File: config.mk
export PLATFORM = sky130hd
export DESIGN_NAME = base64_stream_decoder
export DESIGN_NICKNAME = d
export VERILOG_FILES = /design/src/design/b64d_pkg.sv /design/src/design/b64d_front.sv /design/src/design/b64d_fifo.sv /design/src/design/b64d_back.sv /design/src/design/base64_stream_decoder.sv
export SDC_FILE = /design/constraint.sdc
export NUM_CORES = 1
export LEC_CHECK = 0
export BUFFER_PORTS_ARGS = -buffer_cell sky130_fd_sc_hd__buf_2
export CAP_MARGIN = 20
export CORE_UTILIZATION = 56
export CTS_CLUSTER_DIAMETER = 80
export DETAILED_ROUTE_END_ITERATION = 12
export GPL_TIMING_DRIVEN = 0
export PLACE_DENSITY = 0.79
export SETUP_SLACK_MARGIN = 0.4
export SYNTH_ARGS = -nofsm -noshare
export SYNTH_HDL_FRONTEND = slang
export SYNTH_SLANG_ARGS = --single-unit
File: constraint.sdc
create_clock -name clk -period 4.6 [get_ports clk]
set_clock_uncertainty 0.05 [all_clocks]
set_input_delay 1.15 -clock clk [delete_from_list [all_inputs] [get_ports clk]]
set_output_delay 1.15 -clock clk [all_outputs]
set_load 0.005 [all_outputs]
File: src/design/b64d_pkg.sv
// Package for the base64 stream decoder: result codes, decoder phases,
// the command word passed from front to back, and character classifiers.
// Depends on nothing; every other design file imports it.
`default_nettype none

package b64d_pkg;

    // Default number of commands the front-to-back queue can hold.
    localparam int QUEUE_DEPTH_DEFAULT = 4;

    // Result kind codes as they appear on the kind port.
    localparam logic [1:0] KIND_DATA = 2'd0;
    localparam logic [1:0] KIND_END  = 2'd1;
    localparam logic [1:0] KIND_BAD  = 2'd2;

    // Characters with a special meaning.
    localparam logic [7:0] CHAR_UPPER_A = 8'h41;
    localparam logic [7:0] CHAR_UPPER_Z = 8'h5A;
    localparam logic [7:0] CHAR_LOWER_A = 8'h61;
    localparam logic [7:0] CHAR_LOWER_Z = 8'h7A;
    localparam logic [7:0] CHAR_DIGIT_0 = 8'h30;
    localparam logic [7:0] CHAR_DIGIT_9 = 8'h39;
    localparam logic [7:0] CHAR_PLUS    = 8'h2B;
    localparam logic [7:0] CHAR_SLASH   = 8'h2F;
    localparam logic [7:0] CHAR_PAD     = 8'h3D;
    localparam logic [7:0] CHAR_SPACE   = 8'h20;
    localparam logic [7:0] CHAR_TAB     = 8'h09;
    localparam logic [7:0] CHAR_CR      = 8'h0D;

    // Sextet offsets of the lower-case and digit ranges, and the two symbols.
    localparam logic [7:0] LOWER_BASE = 8'd26;
    localparam logic [7:0] DIGIT_BASE = 8'd52;
    localparam logic [5:0] SEXTET_PLUS  = 6'd62;
    localparam logic [5:0] SEXTET_SLASH = 6'd63;

    // Decoder phase: which sextet is expected next, or where padding stands.
    typedef enum logic [2:0] {
        PH_S1    = 3'd0,
        PH_S2    = 3'd1,
        PH_S3    = 3'd2,
        PH_S4    = 3'd3,
        PH_EQ2   = 3'd4,
        PH_DONE  = 3'd5
    } phase_t;

    // Status result that closes a command, if any.
    typedef enum logic [1:0] {
        ST_NONE = 2'd0,
        ST_END  = 2'd1,
        ST_BAD  = 2'd2
    } status_t;

    // One command: up to three data bytes from the top, then an optional status.
    typedef struct packed {
        logic [23:0] bytes;
        logic [1:0]  num_data;
        status_t     status;
    } cmd_t;

    // Result of the alphabet lookup.
    typedef struct packed {
        logic       ok;
        logic [5:0] val;
    } sextet_t;

    // Space, tab, line feed, vertical tab, form feed and carriage return.
    function automatic logic is_white(input logic [7:0] c);
        return (c == CHAR_SPACE) || ((c >= CHAR_TAB) && (c <= CHAR_CR));
    endfunction

    // Maps a character of the base64 alphabet to its six-bit value.
    function automatic sextet_t sextet_of(input logic [7:0] c);
        sextet_t r;
        r.ok  = 1'b1;
        r.val = 6'd0;
        if ((c >= CHAR_UPPER_A) && (c <= CHAR_UPPER_Z)) begin
            r.val = 6'(c - CHAR_UPPER_A);
        end else if ((c >= CHAR_LOWER_A) && (c <= CHAR_LOWER_Z)) begin
            r.val = 6'(c - CHAR_LOWER_A + LOWER_BASE);
        end else if ((c >= CHAR_DIGIT_0) && (c <= CHAR_DIGIT_9)) begin
            r.val = 6'(c - CHAR_DIGIT_0 + DIGIT_BASE);
        end else if (c == CHAR_PLUS) begin
            r.val = SEXTET_PLUS;
        end else if (c == CHAR_SLASH) begin
            r.val = SEXTET_SLASH;
        end else begin
            r.ok = 1'b0;
        end
        return r;
    endfunction

endpackage

`default_nettype wire

File: src/design/b64d_front.sv
// Front end of the base64 stream decoder: accepts characters, tracks the
// group phase and collected sextets, and issues result commands.
// Depends on b64d_pkg.
`default_nettype none

module b64d_front (
    input  wire logic           clk,
    input  wire logic           rst_n,
    input  wire logic           push,
    input  wire logic           full,
    input  wire logic [7:0]     ch,
    input  wire logic           end_of_text,
    output logic                cmd_valid,
    output b64d_pkg::cmd_t      cmd
);
    import b64d_pkg::*;

    phase_t      phase_reg, phase_next;
    logic [23:0] partial_reg, partial_next;
    logic [1:0]  held_reg, held_next;
    phase_t      ph;
    logic        accept;
    logic        white;
    sextet_t     sx;
    logic        spare_zero;

    assign accept = push && !full;
    assign white  = is_white(ch);
    assign sx     = sextet_of(ch);

    // The unused low bits of the last sextet must be zero for a clean end.
    assign spare_zero = (held_reg == 2'd1) ? (partial_reg[15:0] == 16'd0)
                                           : (partial_reg[7:0] == 8'd0);

    // Decoder state registers.
    always_ff @(posedge clk or negedge rst_n)
    begin
        if (!rst_n)
        begin
            phase_reg   <= PH_S1;
            partial_reg <= 24'd0;
            held_reg    <= 2'd0;
        end
        else
        begin
            phase_reg   <= phase_next;
            partial_reg <= partial_next;
            held_reg    <= held_next;
        end
    end

    // Next state and command for the accepted item.
    always_comb
    begin
        unique case (phase_reg)
            PH_S1, PH_S2, PH_S3, PH_S4, PH_EQ2, PH_DONE: ph = phase_reg;
            default:                                     ph = PH_S1;
        endcase

        phase_next   = phase_reg;
        partial_next = partial_reg;
        held_next    = held_reg;
        cmd_valid    = 1'b0;
        cmd.bytes    = 24'd0;
        cmd.num_data = 2'd0;
        cmd.status   = ST_NONE;

        if (accept)
        begin
            if (end_of_text)
            begin
                // End of text: report and restart at a group boundary.
                cmd_valid = 1'b1;
                if (ph == PH_S1)
                begin
                    cmd.status = ST_END;
                end
                else if ((ph == PH_DONE) && spare_zero)
                begin
                    cmd.bytes    = partial_reg;
                    cmd.num_data = held_reg;
                    cmd.status   = ST_END;
                end
                else
                begin
                    cmd.status = ST_BAD;
                end
                phase_next   = PH_S1;
                partial_next = 24'd0;
                held_next    = 2'd0;
            end
            else if (white)
            begin
                phase_next = ph;
            end
            else if ((ph == PH_DONE) || ((ph == PH_EQ2) && (ch != CHAR_PAD)))
            begin
                // Junk after padding.
                cmd_valid    = 1'b1;
                cmd.status   = ST_BAD;
                phase_next   = PH_S1;
                partial_next = 24'd0;
                held_next    = 2'd0;
            end
            else if (ch == CHAR_PAD)
            begin
                unique case (ph)
                    PH_S3:
                    begin
                        partial_next = {partial_reg[11:0], 12'd0};
                        held_next    = 2'd1;
                        phase_next   = PH_EQ2;
                    end
                    PH_S4:
                    begin
                        partial_next = {partial_reg[17:0], 6'd0};
                        held_next    = 2'd2;
                        phase_next   = PH_DONE;
                    end
                    PH_EQ2:
                    begin
                        phase_next = PH_DONE;
                    end
                    default:
                    begin
                        // Padding too early in the group.
                        cmd_valid    = 1'b1;
                        cmd.status   = ST_BAD;
                        phase_next   = PH_S1;
                        partial_next = 24'd0;
                        held_next    = 2'd0;
                    end
                endcase
            end
            else if (sx.ok)
            begin
                if (ph == PH_S4)
                begin
                    // Complete group: three bytes at once.
                    cmd_valid    = 1'b1;
                    cmd.bytes    = {partial_reg[17:0], sx.val};
                    cmd.num_data = 2'd3;
                    phase_next   = PH_S1;
                    partial_next = 24'd0;
                    held_next    = 2'd0;
                end
                else
                begin
                    partial_next = {partial_reg[17:0], sx.val};
                    phase_next   = phase_t'(ph + 3'd1);
                end
            end
            else
            begin
                phase_next = ph;
            end
        end
    end

    // A command is issued only for an accepted item.
    a_cmd_needs_accept: assert property (@(posedge clk) disable iff (!rst_n)
        cmd_valid |-> (push && !full))
        else $error("command issued without an accepted item");

    // End of text always returns the decoder to a group boundary.
    a_eot_restart: assert property (@(posedge clk) disable iff (!rst_n)
        (accept && end_of_text) |=> ((phase_reg == PH_S1) && (held_reg == 2'd0)))
        else $error("decoder not restarted after end of text");

    // Held bytes exist only while padding is open or complete.
    a_held_phase: assert property (@(posedge clk) disable iff (!rst_n)
        (held_reg != 2'd0) |-> ((phase_reg == PH_EQ2) || (phase_reg == PH_DONE)))
        else $error("held bytes outside the padding phases");

endmodule

`default_nettype wire

File: src/design/b64d_fifo.sv
// Short command queue between the front and the back of the decoder.
// Depends on b64d_pkg for the command type.
`default_nettype none

module b64d_fifo #(
    parameter int DEPTH = b64d_pkg::QUEUE_DEPTH_DEFAULT
) (
    input  wire logic           clk,
    input  wire logic           rst_n,
    input  wire logic           wr_en,
    input  wire b64d_pkg::cmd_t wr_data,
    input  wire logic           rd_en,
    output b64d_pkg::cmd_t      rd_data,
    output logic                empty,
    output logic                full
);
    import b64d_pkg::*;

    localparam int AW = (DEPTH > 1) ? $clog2(DEPTH) : 1;
    localparam int CW = $clog2(DEPTH + 1);

    cmd_t          mem [DEPTH];
    logic [AW-1:0] wr_ptr_reg, wr_ptr_next;
    logic [AW-1:0] rd_ptr_reg, rd_ptr_next;
    logic [CW-1:0] count_reg, count_next;

    assign empty   = (count_reg == CW'(0));
    assign full    = (count_reg == CW'(DEPTH));
    assign rd_data = mem[rd_ptr_reg];

    // Pointer and fill count update.
    always_comb
    begin
        wr_ptr_next = wr_ptr_reg;
        rd_ptr_next = rd_ptr_reg;
        count_next  = count_reg;
        if (wr_en)
        begin
            wr_ptr_next = (wr_ptr_reg == AW'(DEPTH - 1)) ? AW'(0) : AW'(wr_ptr_reg + 1'b1);
        end
        if (rd_en)
        begin
            rd_ptr_next = (rd_ptr_reg == AW'(DEPTH - 1)) ? AW'(0) : AW'(rd_ptr_reg + 1'b1);
        end
        if (wr_en && !rd_en)
        begin
            count_next = CW'(count_reg + 1'b1);
        end
        else if (rd_en && !wr_en)
        begin
            count_next = CW'(count_reg - 1'b1);
        end
    end

    always_ff @(posedge clk or negedge rst_n)
    begin
        if (!rst_n)
        begin
            wr_ptr_reg <= '0;
            rd_ptr_reg <= '0;
            count_reg  <= '0;
        end
        else
        begin
            wr_ptr_reg <= wr_ptr_next;
            rd_ptr_reg <= rd_ptr_next;
            count_reg  <= count_next;
        end
    end

    // Storage write.
    always_ff @(posedge clk)
    begin
        if (wr_en)
        begin
            mem[wr_ptr_reg] <= wr_data;
        end
    end

    a_no_overflow: assert property (@(posedge clk) disable iff (!rst_n)
        wr_en |-> !full)
        else $error("command queue written while full");

    a_no_underflow: assert property (@(posedge clk) disable iff (!rst_n)
        rd_en |-> !empty)
        else $error("command queue read while empty");

    a_count_bound: assert property (@(posedge clk) disable iff (!rst_n)
        count_reg <= CW'(DEPTH))
        else $error("command queue count out of range");

endmodule

`default_nettype wire

File: src/design/b64d_back.sv
// Back end of the base64 stream decoder: expands each queued command into
// its result items via an output register, one per cycle while popped.
// Depends on b64d_pkg.
`default_nettype none

module b64d_back (
    input  wire logic           clk,
    input  wire logic           rst_n,
    input  wire b64d_pkg::cmd_t head,
    input  wire logic           head_empty,
    output logic                head_rd,
    input  wire logic           pop,
    output logic                empty,
    output logic [7:0]          data_byte,
    output logic [1:0]          kind,
    output logic                last
);
    import b64d_pkg::*;

    logic       out_valid_reg, out_valid_next;
    logic [7:0] byte_reg, byte_next;
    logic [1:0] kind_reg, kind_next;
    logic       last_reg, last_next;
    logic [1:0] idx_reg, idx_next;
    logic [1:0] total;
    logic       load;
    logic       res_last;
    logic [7:0] res_byte;
    logic [1:0] res_kind;

    assign empty     = !out_valid_reg;
    assign data_byte = byte_reg;
    assign kind      = kind_reg;
    assign last      = last_reg;

    // Number of result items in the head command.
    assign total    = 2'(head.num_data + {1'b0, head.status != ST_NONE});
    assign res_last = (idx_reg == 2'(total - 2'd1));
    assign load     = !head_empty && (!out_valid_reg || pop);
    assign head_rd  = load && res_last;

    // Result item at the current position in the head command.
    always_comb
    begin
        res_byte = 8'd0;
        res_kind = KIND_DATA;
        if (idx_reg < head.num_data)
        begin
            case (idx_reg)
                2'd0:    res_byte = head.bytes[23:16];
                2'd1:    res_byte = head.bytes[15:8];
                default: res_byte = head.bytes[7:0];
            endcase
        end
        else
        begin
            unique case (head.status)
                ST_END:  res_kind = KIND_END;
                ST_BAD:  res_kind = KIND_BAD;
                default: res_kind = KIND_DATA;
            endcase
        end
    end

    // Output register and position counter.
    always_comb
    begin
        out_valid_next = out_valid_reg;
        byte_next      = byte_reg;
        kind_next      = kind_reg;
        last_next      = last_reg;
        idx_next       = idx_reg;
        if (load)
        begin
            out_valid_next = 1'b1;
            byte_next      = res_byte;
            kind_next      = res_kind;
            last_next      = res_last;
            idx_next       = res_last ? 2'd0 : 2'(idx_reg + 2'd1);
        end
        else if (pop)
        begin
            out_valid_next = 1'b0;
        end
    end

    always_ff @(posedge clk or negedge rst_n)
    begin
        if (!rst_n)
        begin
            out_valid_reg <= 1'b0;
            idx_reg       <= 2'd0;
        end
        else
        begin
            out_valid_reg <= out_valid_next;
            idx_reg       <= idx_next;
        end
    end

    always_ff @(posedge clk)
    begin
        byte_reg <= byte_next;
        kind_reg <= kind_next;
        last_reg <= last_next;
    end

    // A partly expanded command stays at the head of the queue.
    a_partial_stays: assert property (@(posedge clk) disable iff (!rst_n)
        (idx_reg != 2'd0) |-> !head_empty)
        else $error("command left the queue before all its items were sent");

    // The final item of a command resets the position counter.
    a_last_resets: assert property (@(posedge clk) disable iff (!rst_n)
        (load && res_last) |=> (idx_reg == 2'd0))
        else $error("position counter not cleared after the final item");

    // Status items carry a zero byte.
    a_status_zero: assert property (@(posedge clk) disable iff (!rst_n)
        (out_valid_reg && (kind_reg != KIND_DATA)) |-> (byte_reg == 8'd0))
        else $error("status item with nonzero byte");

endmodule

`default_nettype wire

File: src/design/base64_stream_decoder.sv
// Base64 stream decoder. One character is taken per item; an item with
// end_of_text set closes the text. Outside padding, whitespace and characters
// outside the alphabet are skipped; each group of four characters gives three
// byte items, and padded groups are held until end of text, where they are
// given with a clean-end status, or replaced by a malformed status. The block
// takes one item per cycle while full is low and gives one result item per
// cycle while pop is held; the front end decodes each character in its cycle
// of acceptance, and the back end expands queued commands at one result per
// cycle while popped, so full rises only when the QUEUE_DEPTH-entry command
// queue is full. Results pass through the queue and the output register.
// Depends on b64d_pkg, b64d_front, b64d_fifo and b64d_back.
`default_nettype none

module base64_stream_decoder #(
    parameter int QUEUE_DEPTH = b64d_pkg::QUEUE_DEPTH_DEFAULT
) (
    input  wire logic       clk,
    input  wire logic       rst_n,
    input  wire logic       push,
    output logic            full,
    input  wire logic [7:0] ch,
    input  wire logic       end_of_text,
    output logic            empty,
    input  wire logic       pop,
    output logic [7:0]      data_byte,
    output logic [1:0]      kind,
    output logic            last
);
    import b64d_pkg::*;

    logic cmd_valid;
    cmd_t cmd;
    cmd_t head;
    logic head_empty;
    logic head_rd;

    // Character decoding.
    b64d_front u_front (
        .clk         (clk),
        .rst_n       (rst_n),
        .push        (push),
        .full        (full),
        .ch          (ch),
        .end_of_text (end_of_text),
        .cmd_valid   (cmd_valid),
        .cmd         (cmd)
    );

    // Command queue.
    b64d_fifo #(
        .DEPTH (QUEUE_DEPTH)
    ) u_fifo (
        .clk     (clk),
        .rst_n   (rst_n),
        .wr_en   (cmd_valid),
        .wr_data (cmd),
        .rd_en   (head_rd),
        .rd_data (head),
        .empty   (head_empty),
        .full    (full)
    );

    // Result expansion.
    b64d_back u_back (
        .clk        (clk),
        .rst_n      (rst_n),
        .head       (head),
        .head_empty (head_empty),
        .head_rd    (head_rd),
        .pop        (pop),
        .empty      (empty),
        .data_byte  (data_byte),
        .kind       (kind),
        .last       (last)
    );

endmodule

`default_nettype wire

==> flow_summary.json, run 1 <==
{
  "outcome": "complete, no violations",
  "start_util": 0.583,
  "path_clk_slew_ns": 0.06,
  "arrival_ns": 4.24,
  "ys_seq_area_frac": 0.595,
  "endpoint_kind": "flop",
  "hold_buffers": 0,
  "syn_inst": 570,
  "dieArea_mm2": 0.0145,
  "synth.top_cell.area_share": 0.471,
  "cp_cell_sequence": "buf_2 > buf_2 > inv_2 > ha_1 > o21bai_1 > a211oi_1 > nor3_2 > a21oi_2 > a21oi_4 > ha_1 > inv_1 > fa_1 > xor2_1 > nor2_1 > xor2_1",
  "synth-compound-area-share": 0.101,
  "synthAdderAreaFrac": 0.0361,
  "syn_nets": 605,
  "worstPathRequired_ns": 4.89,
  "switchingPower_mw": 1.38,
  "clock_latency_ns": 0.43,
  "ys.flop_type": "edfxtp_1",
  "period_needed_ns": 3.95,
  "place_area_mm2": 0.00828,
  "p_leak_nw": 3.35,
  "tightest_slew_ns": 0.912,
  "synth.area.top_cells": "edfxtp_1 (47%), dfrtp_1 (12%), mux4_2 (8.0%), ha_1 (3.3%), mux2_1 (3.2%)",
  "cp-start-kind": "input pin",
  "drive_above_1_share": 0.192,
  "synth_top_area_cell": "edfxtp_1",
  "async_flop_share": 0.241,
  "coreArea_mm2": 0.0135,
  "synth_area_mm2": 0.00784,
  "clock_sinks": 162,
  "grt_pass1_wl_mm": 27.5,
  "critPathSlowestCell": "fa_1",
  "synth_warnings": 0,
  "grt-ovfl-total": 0,
  "ys_types": 66,
  "dieHeight_um": 120,
  "drtAntennaViolNets": 0,
  "hpwlAfterDp_mm": 11.6,
  "post_drt_via_cell_ratio": 6.21,
  "hold_ws_ns": 0.446,
  "drt-total-wl_mm": 16.9,
  "drt-initial-drc-count": 585,
  "largest_reg_flops": 112,
  "drt-wirelength-per-cell_um": 20.9,
  "io-pin-count": 26,
  "cts_buffers": 17,
  "post-route-period-util": 0.859,
  "drcViolationCount": 0,
  "grt_util_all_layers": 0.257,
  "yosys.area_share.simple": 0.0997,
  "critPathKind": "in -> reg",
  "grt_pass1_vias": 5077,
  "finalHoldViolCount": 0,
  "sw_frac_of_total": 0.298,
  "fmax_mhz": 253,
  "seqPwrFrac": 0.419,
  "p_comb_frac": 0.281,
  "synth_mux_area_frac": 0.124,
  "tritoncts": "built",
  "p_int_mw": 3.24,
  "cts.root.buffer_cell": "clkbuf_16",
  "synth-xor-area-share": 0.0158,
  "slew_viol_final": 0,
  "cp_max_fo": 8,
  "grt_max_degree": 40,
  "fin_nets": 653,
  "rsz0062_at_grt": "false",
  "setup_violations": 0,
  "antenna_found_initial": 0,
  "numPortBuffers": 24,
  "power.density_mw_per_mm2": 520,
  "drt-pass1-iter-count": 6,
  "rows": 42,
  "min_path_type": "reg -> reg",
  "antennaDiodeCount": 0,
  "ir_drop_mv": 0.308,
  "worst_slack_ns": 0.651,
  "gp_congestion": 0.894,
  "power_frac_clock": 0.300,
  "clock_path_buffers": 2,
  "ys_seq_elements": 162,
  "route.vias.total": 5014,
  "slew_headroom": 0.392,
  "synth_top_family_by_area": "multiplexers",
  "synth_edf_count": 123,
  "cp_slowest_stage_delay_ns": 0.43,
  "h-tree-depth": 4,
  "place_ws_ns": -0.0156,
  "die_x_um": 120,
  "avgSynthCellArea_um2": 13.8,
  "drv_cap": 0,
  "final_area_mm2": 0.00888,
  "area_growth_pct": 13.2
}
[repair_timing]
action                     in CTS  in global routing
gates resized for setup         0                  6
setup buffers                   0                  1
setup endpoints to repair       0                 81
[Yosys cell counts, types with 3 or more instances]
cell and instances:
edfxtp_1 123, a21oi_1 39, dfrtp_1 39, nand2_1 36, mux4_2 28, nor2_1 27, a22oi_1 23, mux2_1 22
ha_1 21, inv_1 19, nand3_1 19, clkbuf_1 14, nor3_1 14, o21ai_0 12, and2_1 10, buf_2 10
nor4_1 9, and3_1 8, xnor2_1 7, nand2b_1 6, o21a_1 6, mux2_2 5, mux2i_1 4, nor2b_1 4
nor3b_1 4, xor2_1 4, a211oi_1 3, a21o_1 3, buf_6 3, or2_2 3
[worst max-delay path: cells and delay by family]
family	cells	cell delay, ns
XOR/XNOR	2	0.35
buffers and inverters	4	0.46
adder cells (fa/ha/maj)	3	0.95
AO/OA/AOI/OAI	4	0.80
AND/OR/NAND/NOR	2	0.53
[cell usage in the layout, fill, tap and decap left out, drive strengths merged, types with 3 or more instances in the layout]
cell type and instances:
edfxtp 123, buf 43, a21oi 41, dfrtp 39, nand2 36, clkbuf 35
mux4 28, nor2 27, mux2 27, a22oi 23, ha 21, inv 20
nand3 20, nor3 15, o21ai 14, and2 10, nor4 9, and3 8
xnor2 8, clkinv 7, nand2b 6, o21a 6, nor3b 5, nor2b 4
xor2 4, mux2i 4, a211oi 4, or2 4, a21o 3, bufinv 3
o31ai 3
[path summary, 6_finish.rpt]
| path | to | start | depth (start not counted) | slack, ns |
|---|---|---|---|---|
| min in group asynchronous | u_fifo.rd_ptr_reg[0] | rst_n | 1 | 0.79 |
| setup / recovery | u_fifo.count_reg[2] | ch[2] | 15 | 0.65 |
| hold reg to reg | u_front.partial_reg[18] | u_front.partial_reg[18] | 1 | 0.45 |
| setup reg to reg | u_fifo.count_reg[2] | u_fifo.rd_ptr_reg[0] | 14 | 0.69 |
| hold / removal | u_front.partial_reg[18] | u_front.partial_reg[18] | 1 | 0.45 |
| max in group asynchronous | u_front.partial_reg[16] | rst_n | 1 | 3.11 |
[per-stage QoR]
| step | util | setup TNS [ns] | power [mW] | instances |
|---|---|---|---|---|
| floorplan | - | 0 | 2.84 | 570 |
| global placement | 0.608 | -28.15 | 3.15 | 770 |
| detailed placement | 0.615 | -0.0156 | 3.25 | 774 |
| CTS | 0.658 | 0 | 4.63 | 806 |
| global route | 0.660 | 0 | 4.83 | 807 |
| finish | 0.660 | 0 | 4.62 | 807 |
[logic make-up (layout without fill, tap and decap cells)]
| logic type | after synthesis | count (layout) |
|---|---|---|
| flip-flops | 162 | 162 |
| AND/OR/NAND/NOR | 152 | 152 |
| buffers and inverters | 49 | 110 |
| AO/OA/AOI/OAI | 114 | 114 |
| multiplexers | 59 | 59 |
| adder cells (fa/ha/maj) | 22 | 22 |
| XOR/XNOR | 12 | 12 |
[power by group through the flow]
stage	logic (mW)	clock network, mW	registers, mW
floorplan	0.906	0	1.93
global placement	1.21	0	1.94
detailed placement	1.29	0	1.96
CTS	1.30	1.39	1.93
global route	1.42	1.46	1.95
finish	1.30	1.39	1.93
[layer usage]
| layer | wire length, um | global-route usage | vias up | share of wire |
|---|---|---|---|---|
| met5 | 0 | 0 | - | 0 |
| met4 | 385 | 0.0941 | 0 | 0.023 |
| met3 | 902 | 0.0557 | 30 | 0.053 |
| met2 | 8750 | 0.441 | 193 | 0.52 |
| met1 | 6840 | 0.321 | 2505 | 0.41 |
| li1 | - | - | 2286 | - |
[area by class of cell]
class | instances | area, um2
sequential | 162 | 4670
clock inverter | 12 | 140
clock buffer | 20 | 437
fill | 958 | 4570
multi-input combinational | 359 | 2970
inverter | 20 | 75.1
timing repair buffer | 29 | 218
buffer | 29 | 148
tap | 176 | 220
(Power assumes the default switching activity.)
==> run 2: changes to the inputs <==
- ABC_AREA: default -> 1
- RECOVER_POWER: default -> 50
==> run 2 against run 1 <==
Compared with the run above:
- the run now ends with design-rule violations, max-capacitance violations, max-slew violations left
- largest cell class unchanged
- first-iteration DRC count is 34% higher
- die area grew 8.0%
- critical path type is now reg -> reg
- register-to-register slack got worse by 0.11 ns
- clock power up 10%
- combinational power is 31% higher
- hold slack lost 0.0011 ns
==> flow_summary.json, run 2 <==
{
  "period_needed_ns": 4.02,
  "path_clk_slew_ns": 0.06,
  "ys_types": 40,
  "p_int_mw": 3.33,
  "cp-start-kind": "flop",
  "synthMostInstantiatedCell": "nand2_1",
  "cts_buffers": 17,
  "drt-total-wl_mm": 20.6,
  "synth_area_mm2": 0.00848,
  "power_frac_clock": 0.294,
  "dieHeight_um": 125,
  "gp_congestion": 0.946,
  "route.vias.total": 6784,
  "hpwlAfterDp_mm": 14.3,
  "numPortBuffers": 24,
  "syn_inst": 919,
  "sw_frac_of_total": 0.359,
  "tightest_slew_ns": 2.26,
  "clock_sinks": 162,
  "largest_reg_flops": 112,
  "finalPower_mw": 5.20,
  "p_comb_frac": 0.327,
  "slew_headroom": -0.504,
  "drcViolationCount": 1,
  "place_ws_ns": 0.264,
  "layoutNonFillerInstCount": 1159,
  "drv_cap": 2,
  "grt_pass1_vias": 6428,
  "final_common_cell": "nand2_1",
  "cts.root.buffer_cell": "clkbuf_16",
  "antenna_found_initial": 0,
  "area_growth_pct": 11.0,
  "die_x_um": 125,
  "slew_viol_final": 57,
  "coreArea_mm2": 0.0146,
  "post_cts_buffers": 0,
  "antennaDiodeCount": 0,
  "post_drt_via_cell_ratio": 5.85,
  "fmax_mhz": 248,
  "min_from": "u_front.partial_reg[23]",
  "io-pin-count": 26,
  "drt-wirelength-per-cell_um": 17.8,
  "syn_nets": 954,
  "clock_latency_ns": 0.43,
  "synth.top_cell.area_share": 0.436,
  "drt-pass1-iter-count": 12,
  "hold_ws_ns": 0.445,
  "seqPwrFrac": 0.378,
  "fin_nets": 997,
  "post-route-period-util": 0.875,
  "synth_common_cells": "nand2_1 (200), edfxtp_1 (123), nor2_1 (108), o21ai_0 (86), inv_1 (70)",
  "violations": "design-rule violations, max-capacitance violations, max-slew violations",
  "worst_slack_ns": 0.575,
  "ys_seq_elements": 162,
  "final_cell_mix": "nand2_1 (203), edfxtp_1 (123), nor2_1 (114)",
  "drive_above_1_share": 0.0923,
  "ys_seq_area_frac": 0.551,
  "r2r_end": "u_fifo.count_reg[1]",
  "clock_path_buffers": 2,
  "synth_edf_count": 123,
  "grt-ovfl-total": 0,
  "grt_util_all_layers": 0.276,
  "post-route-util": 0.643,
  "grt_pass1_wl_mm": 32.9,
  "synth.area.top_cells": "edfxtp_1 (44%), dfrtp_1 (12%), nand2_1 (8.9%), o21ai_0 (5.1%), nor2_1 (4.8%)",
  "p_leak_nw": 3.83,
  "drt-initial-drc-count": 783,
  "critPathKind": "reg -> reg",
  "worstPathRequired_ns": 4.86,
  "switchingPower_mw": 1.87,
  "async_flop_share": 0.241,
  "synth_warnings": 0,
  "tritoncts": "built",
  "start_util": 0.579,
  "outcome": "complete, but fails checks",
  "endpoint_kind": "flop",
  "min_to": "u_front.partial_reg[23]",
  "cp_max_fo": 10,
  "h-tree-depth": 4,
  "power.density_mw_per_mm2": 552,
  "min_path_type": "reg -> reg",
  "avgSynthCellArea_um2": 9.23,
  "ir_drop_mv": 0.258,
  "dieArea_mm2": 0.0156,
  "arrival_ns": 4.29,
  "finalHoldViolCount": 0,
  "drtAntennaViolNets": 0,
  "ys.flop_type": "edfxtp_1",
  "r2r_setup_slack_ns": 0.58,
  "rsz0062_at_grt": "false",
  "r2r_cells": 19,
  "synth_top_area_cell": "edfxtp_1",
  "place_inst": 1127,
  "rows": 44,
  "reg2reg_from": "u_fifo.rd_ptr_reg[1]",
  "grt_max_degree": 40,
  "setup_violations": 0,
  "holdPathStages": 2
}
## run 2: cell types whose count changed in the layout (fill, tap and decap cells not counted), sizes merged, moves of 18 or more
cell / previous run / this run
a21oi: 41 / 11
a22oi: 23 / 2
clkbuf: 35 / 53
inv: 20 / 76
mux2: 27 / 0
mux4: 28 / 0
nand2: 36 / 211
nand3: 20 / 65
nor2: 27 / 125
o21ai: 14 / 107
o22ai: 1 / 33
## run 2: worst max path at each step
stage	startpoint	endpoint	slack, ns	cells past startpoint
after floorplan	ch[3]	u_fifo.mem[0][0]	0.56	13
after global placement	ch[1]	u_fifo.mem[3][8]	-0.80	15
after detailed placement	ch[1]	u_fifo.count_reg[2]	0.26	18
after CTS	u_fifo.rd_ptr_reg[0]	u_fifo.count_reg[1]	0.68	19
after global routing	ch[1]	u_fifo.count_reg[2]	0.28	21
final	u_fifo.rd_ptr_reg[1]	u_fifo.count_reg[1]	0.58	19
## run 2: kinds of logic after synthesis
logic type               count (synthesis)  synth area share
AO/OA/AOI/OAI                          176             0.116
XOR/XNOR                                13            0.0134
adder cells (fa/ha/maj)                 22            0.0333
buffers and inverters                  118            0.0614
flip-flops                             162             0.551
AND/OR/NAND/NOR                        428             0.225
## run 2: area by class of cell
class,count,area [um2]
well taps,184,230
clock buffers,18,429
flip-flops and latches,162,4670
plain buffers,41,195
clock inverters,14,209
multi-input cells,639,3280
inverters,77,289
repair buffers,24,114
fillers,1181,5230
## run 2: what timing repair did
action / CTS / global route
hold endpoints to repair: 0 / 0
endpoints found under the setup margin: 0 / 2
gates resized for setup: 0 / 5
hold buffers: 0 / 0
## run 2: per-layer routing
layer	GRT usage	share of wire	up-vias
met5	0	0	-
met4	0.123	0.028	0
met3	0.0462	0.071	49
met2	0.451	0.48	314
met1	0.365	0.42	3195
li1	-	-	3226
## run 2: through the flow
step | area (um2) | TNS [ns]
2_1_floorplan | 8480 | 0
3_3_place_gp | 8830 | -82.41
3_5_place_dp | 8870 | 0
4_1_cts | 9500 | 0
5_1_grt | 9410 | 0
6_report | 9410 | 0
## run 2: power groups by stage
stage / combinational, mW / sequential [mW] / clock (mW)
final: 1.70 / 1.97 / 1.53
after CTS: 1.71 / 1.96 / 1.54
after detailed placement: 1.70 / 1.99 / 0
after global routing: 1.91 / 1.98 / 1.60
after floorplan: 1.16 / 1.97 / 0
after global placement: 1.65 / 1.99 / 0
## run 2: critical path, cell delays in order, from the launching register on
cell      delay, ns
dfrtp_1        0.38
clkbuf_1       0.24
inv_1          0.22
clkbuf_1       0.44
a21oi_1        0.10
a32oi_1        0.36
inv_1          0.11
nand2_1        0.08
inv_1          0.04
ha_1           0.18
xor2_1         0.19
xor2_1         0.16
nand2_1        0.12
nor2_1         0.30
inv_1          0.08
ha_1           0.18
inv_1          0.10
fa_1           0.41
nor2_1         0.11
a21oi_1        0.05
==> run 3: changes to the inputs <==
- REMOVE_ABC_BUFFERS: default -> 1
==> run 3 against run 2 <==
Compared with the run above:
- the run still ends with design-rule violations, max-capacitance violations, max-slew violations left
- clock power shrank 12%
- via count shrank 1.4%
- die area is the same
- critical path type is now in -> reg
- critical endpoint is now u_fifo.count_reg[2]
- largest power group unchanged
- highest routed layer unchanged
==> flow_summary.json, run 3 (synthesized netlist as in run 2, its figures left out) <==
{
  "hold_buffers": 0,
  "reg2reg_from": "u_fifo.rd_ptr_reg[0]",
  "r2r_setup_slack_ns": 0.73,
  "regArea_mm2": 0.00467,
  "highest_layer": "met4",
  "hpwlAfterDp_mm": 12.1,
  "route.vias.total": 6686,
  "path_clk_slew_ns": 0.06,
  "numPortBuffers": 25,
  "holdPathStages": 2,
  "grt_pass1_wl_mm": 31.1,
  "fmax_mhz": 253,
  "place_area_mm2": 0.00872,
  "post_drt_via_cell_ratio": 5.94,
  "min_to": "u_front.partial_reg[20]",
  "post-route-period-util": 0.860,
  "ir_drop_mv": 0.255,
  "r2r_end": "u_fifo.count_reg[2]",
  "layoutNonFillerInstCount": 1126,
  "cts.root.buffer_cell": "clkbuf_16",
  "area_growth_pct": 9.12,
  "wl_met3_mm": 1.81,
  "cp_max_fo": 9,
  "dieArea_mm2": 0.0156,
  "setup_violations": 0,
  "die_x_um": 125,
  "p_leak_nw": 3.74,
  "grt_max_degree": 58,
  "post-route-util": 0.632,
  "dieHeight_um": 125,
  "largest_reg_flops": 112,
  "gp_congestion": 0.941,
  "slew_viol_final": 76,
  "routedLengthMet1_mm": 7.75,
  "place_inst": 1091,
  "slew_headroom": -0.803,
  "start_util": 0.579,
  "cp-start-kind": "input pin",
  "period_needed_ns": 3.96,
  "tightest_slew_ns": 2.68,
  "met2_length_mm": 9.16,
  "critPathKind": "in -> reg",
  "coreArea_mm2": 0.0146,
  "hold_ws_ns": 0.444,
  "endpoint_kind": "flop",
  "rsz0062_at_grt": "false",
  "grt_util_all_layers": 0.259,
  "worstPathRequired_ns": 4.85,
  "antennaDiodeCount": 0,
  "final_area_mm2": 0.00925,
  "finalPower_mw": 4.99,
  "multi_input_area_mm2": 0.00327,
  "drt-pass1-iter-count": 10,
  "final_common_cell": "nand2_1",
  "drt-total-wl_mm": 19.1,
  "place_ws_ns": -0.0280,
  "rows": 44,
  "clock_sinks": 162,
  "outcome": "complete, but fails checks",
  "clock_path_buffers": 2,
  "r2r_cells": 19,
  "drcViolationCount": 2,
  "grt_pass1_vias": 6228,
  "drt-wirelength-per-cell_um": 17.0,
  "io-pin-count": 26,
  "drt-initial-drc-count": 794,
  "power.density_mw_per_mm2": 539,
  "clock_latency_ns": 0.43,
  "drv_cap": 3,
  "arrival_ns": 4.21,
  "h-tree-depth": 4,
  "min_from": "u_front.partial_reg[20]",
  "antenna_found_initial": 0,
  "violations": "design-rule violations, max-capacitance violations, max-slew violations",
  "drive_above_1_share": 0.0977,
  "cts_buffers": 17,
  "final.setup.tns_ns": 0,
  "tritoncts": "built",
  "finalHoldViolCount": 0,
  "fin_nets": 964,
  "min_path_type": "reg -> reg",
  "grt-ovfl-total": 0,
  "drtAntennaViolNets": 0,
  "worst_slack_ns": 0.643,
  "num-fill-cells": 1162,
  "final_cell_mix": "nand2_1 (202), edfxtp_1 (123), nor2_1 (110)"
}
## run 3: cell count changes in the layout (fill, tap and decap cells not counted), sizes merged
cell      change
buf           -5
bufinv        -4
clkbuf       -28
clkinv        -1
clkinvlp      +3
inv           +2
## run 3: worst max path at each step
| stage | start | end |
|---|---|---|
| finish | ch[3] | u_fifo.count_reg[2] |
| global route | ch[3] | u_fifo.count_reg[2] |
| CTS | u_fifo.rd_ptr_reg[0] | u_fifo.count_reg[2] |
| detailed placement | u_fifo.rd_ptr_reg[1] | u_fifo.count_reg[2] |
| global placement | u_fifo.rd_ptr_reg[0] | u_fifo.count_reg[1] |
| floorplan | u_fifo.rd_ptr_reg[0] | u_fifo.count_reg[2] |
## run 3: final cells by class
cell class,instances,area share
sequential,162,0.505
multi-input combinational,639,0.354
clock buffer,19,0.0468
tap,184,0.0249
clock inverter,13,0.0139
timing repair buffer,31,0.0230
timing repair inverter,1,0.000541
inverter,77,0.0322
## run 3: repair_timing
item / in CTS / in global routing
setup buffers: 0 / 2
gates cloned: 1 / 0
gates resized for setup: 2 / 4
endpoints found under the setup margin: 3 / 2
## run 3: metal layers
layer / global-route usage / vias to the layer above
li1: - / 3165
met1: 0.337 / 3151
met2: 0.422 / 336
met3: 0.0573 / 34
met4: 0.111 / 0
met5: 0 / -
## run 3: power breakdown
group / switching (mW) / total, mW / internal [mW]
logic: 1.13 / 1.64 / 0.511
clock network: 0.589 / 1.34 / 0.754
registers: 0.147 / 2.00 / 1.86
## run 3: critical path: stages
cell and delay [ns]:
clkbuf_1 0.38, ha_1 0.35, inv_2 0.08, nor3_1 0.18, nor2_1 0.07, nand2_1 0.06, nand2_1 0.12, nor2_1 0.20
nand3_1 0.12, nand2_1 0.15, nand2_2 0.17, inv_1 0.11, ha_1 0.14, inv_1 0.07, fa_1 0.43, a21oi_1 0.15
o21ai_0 0.12, xor2_1 0.16
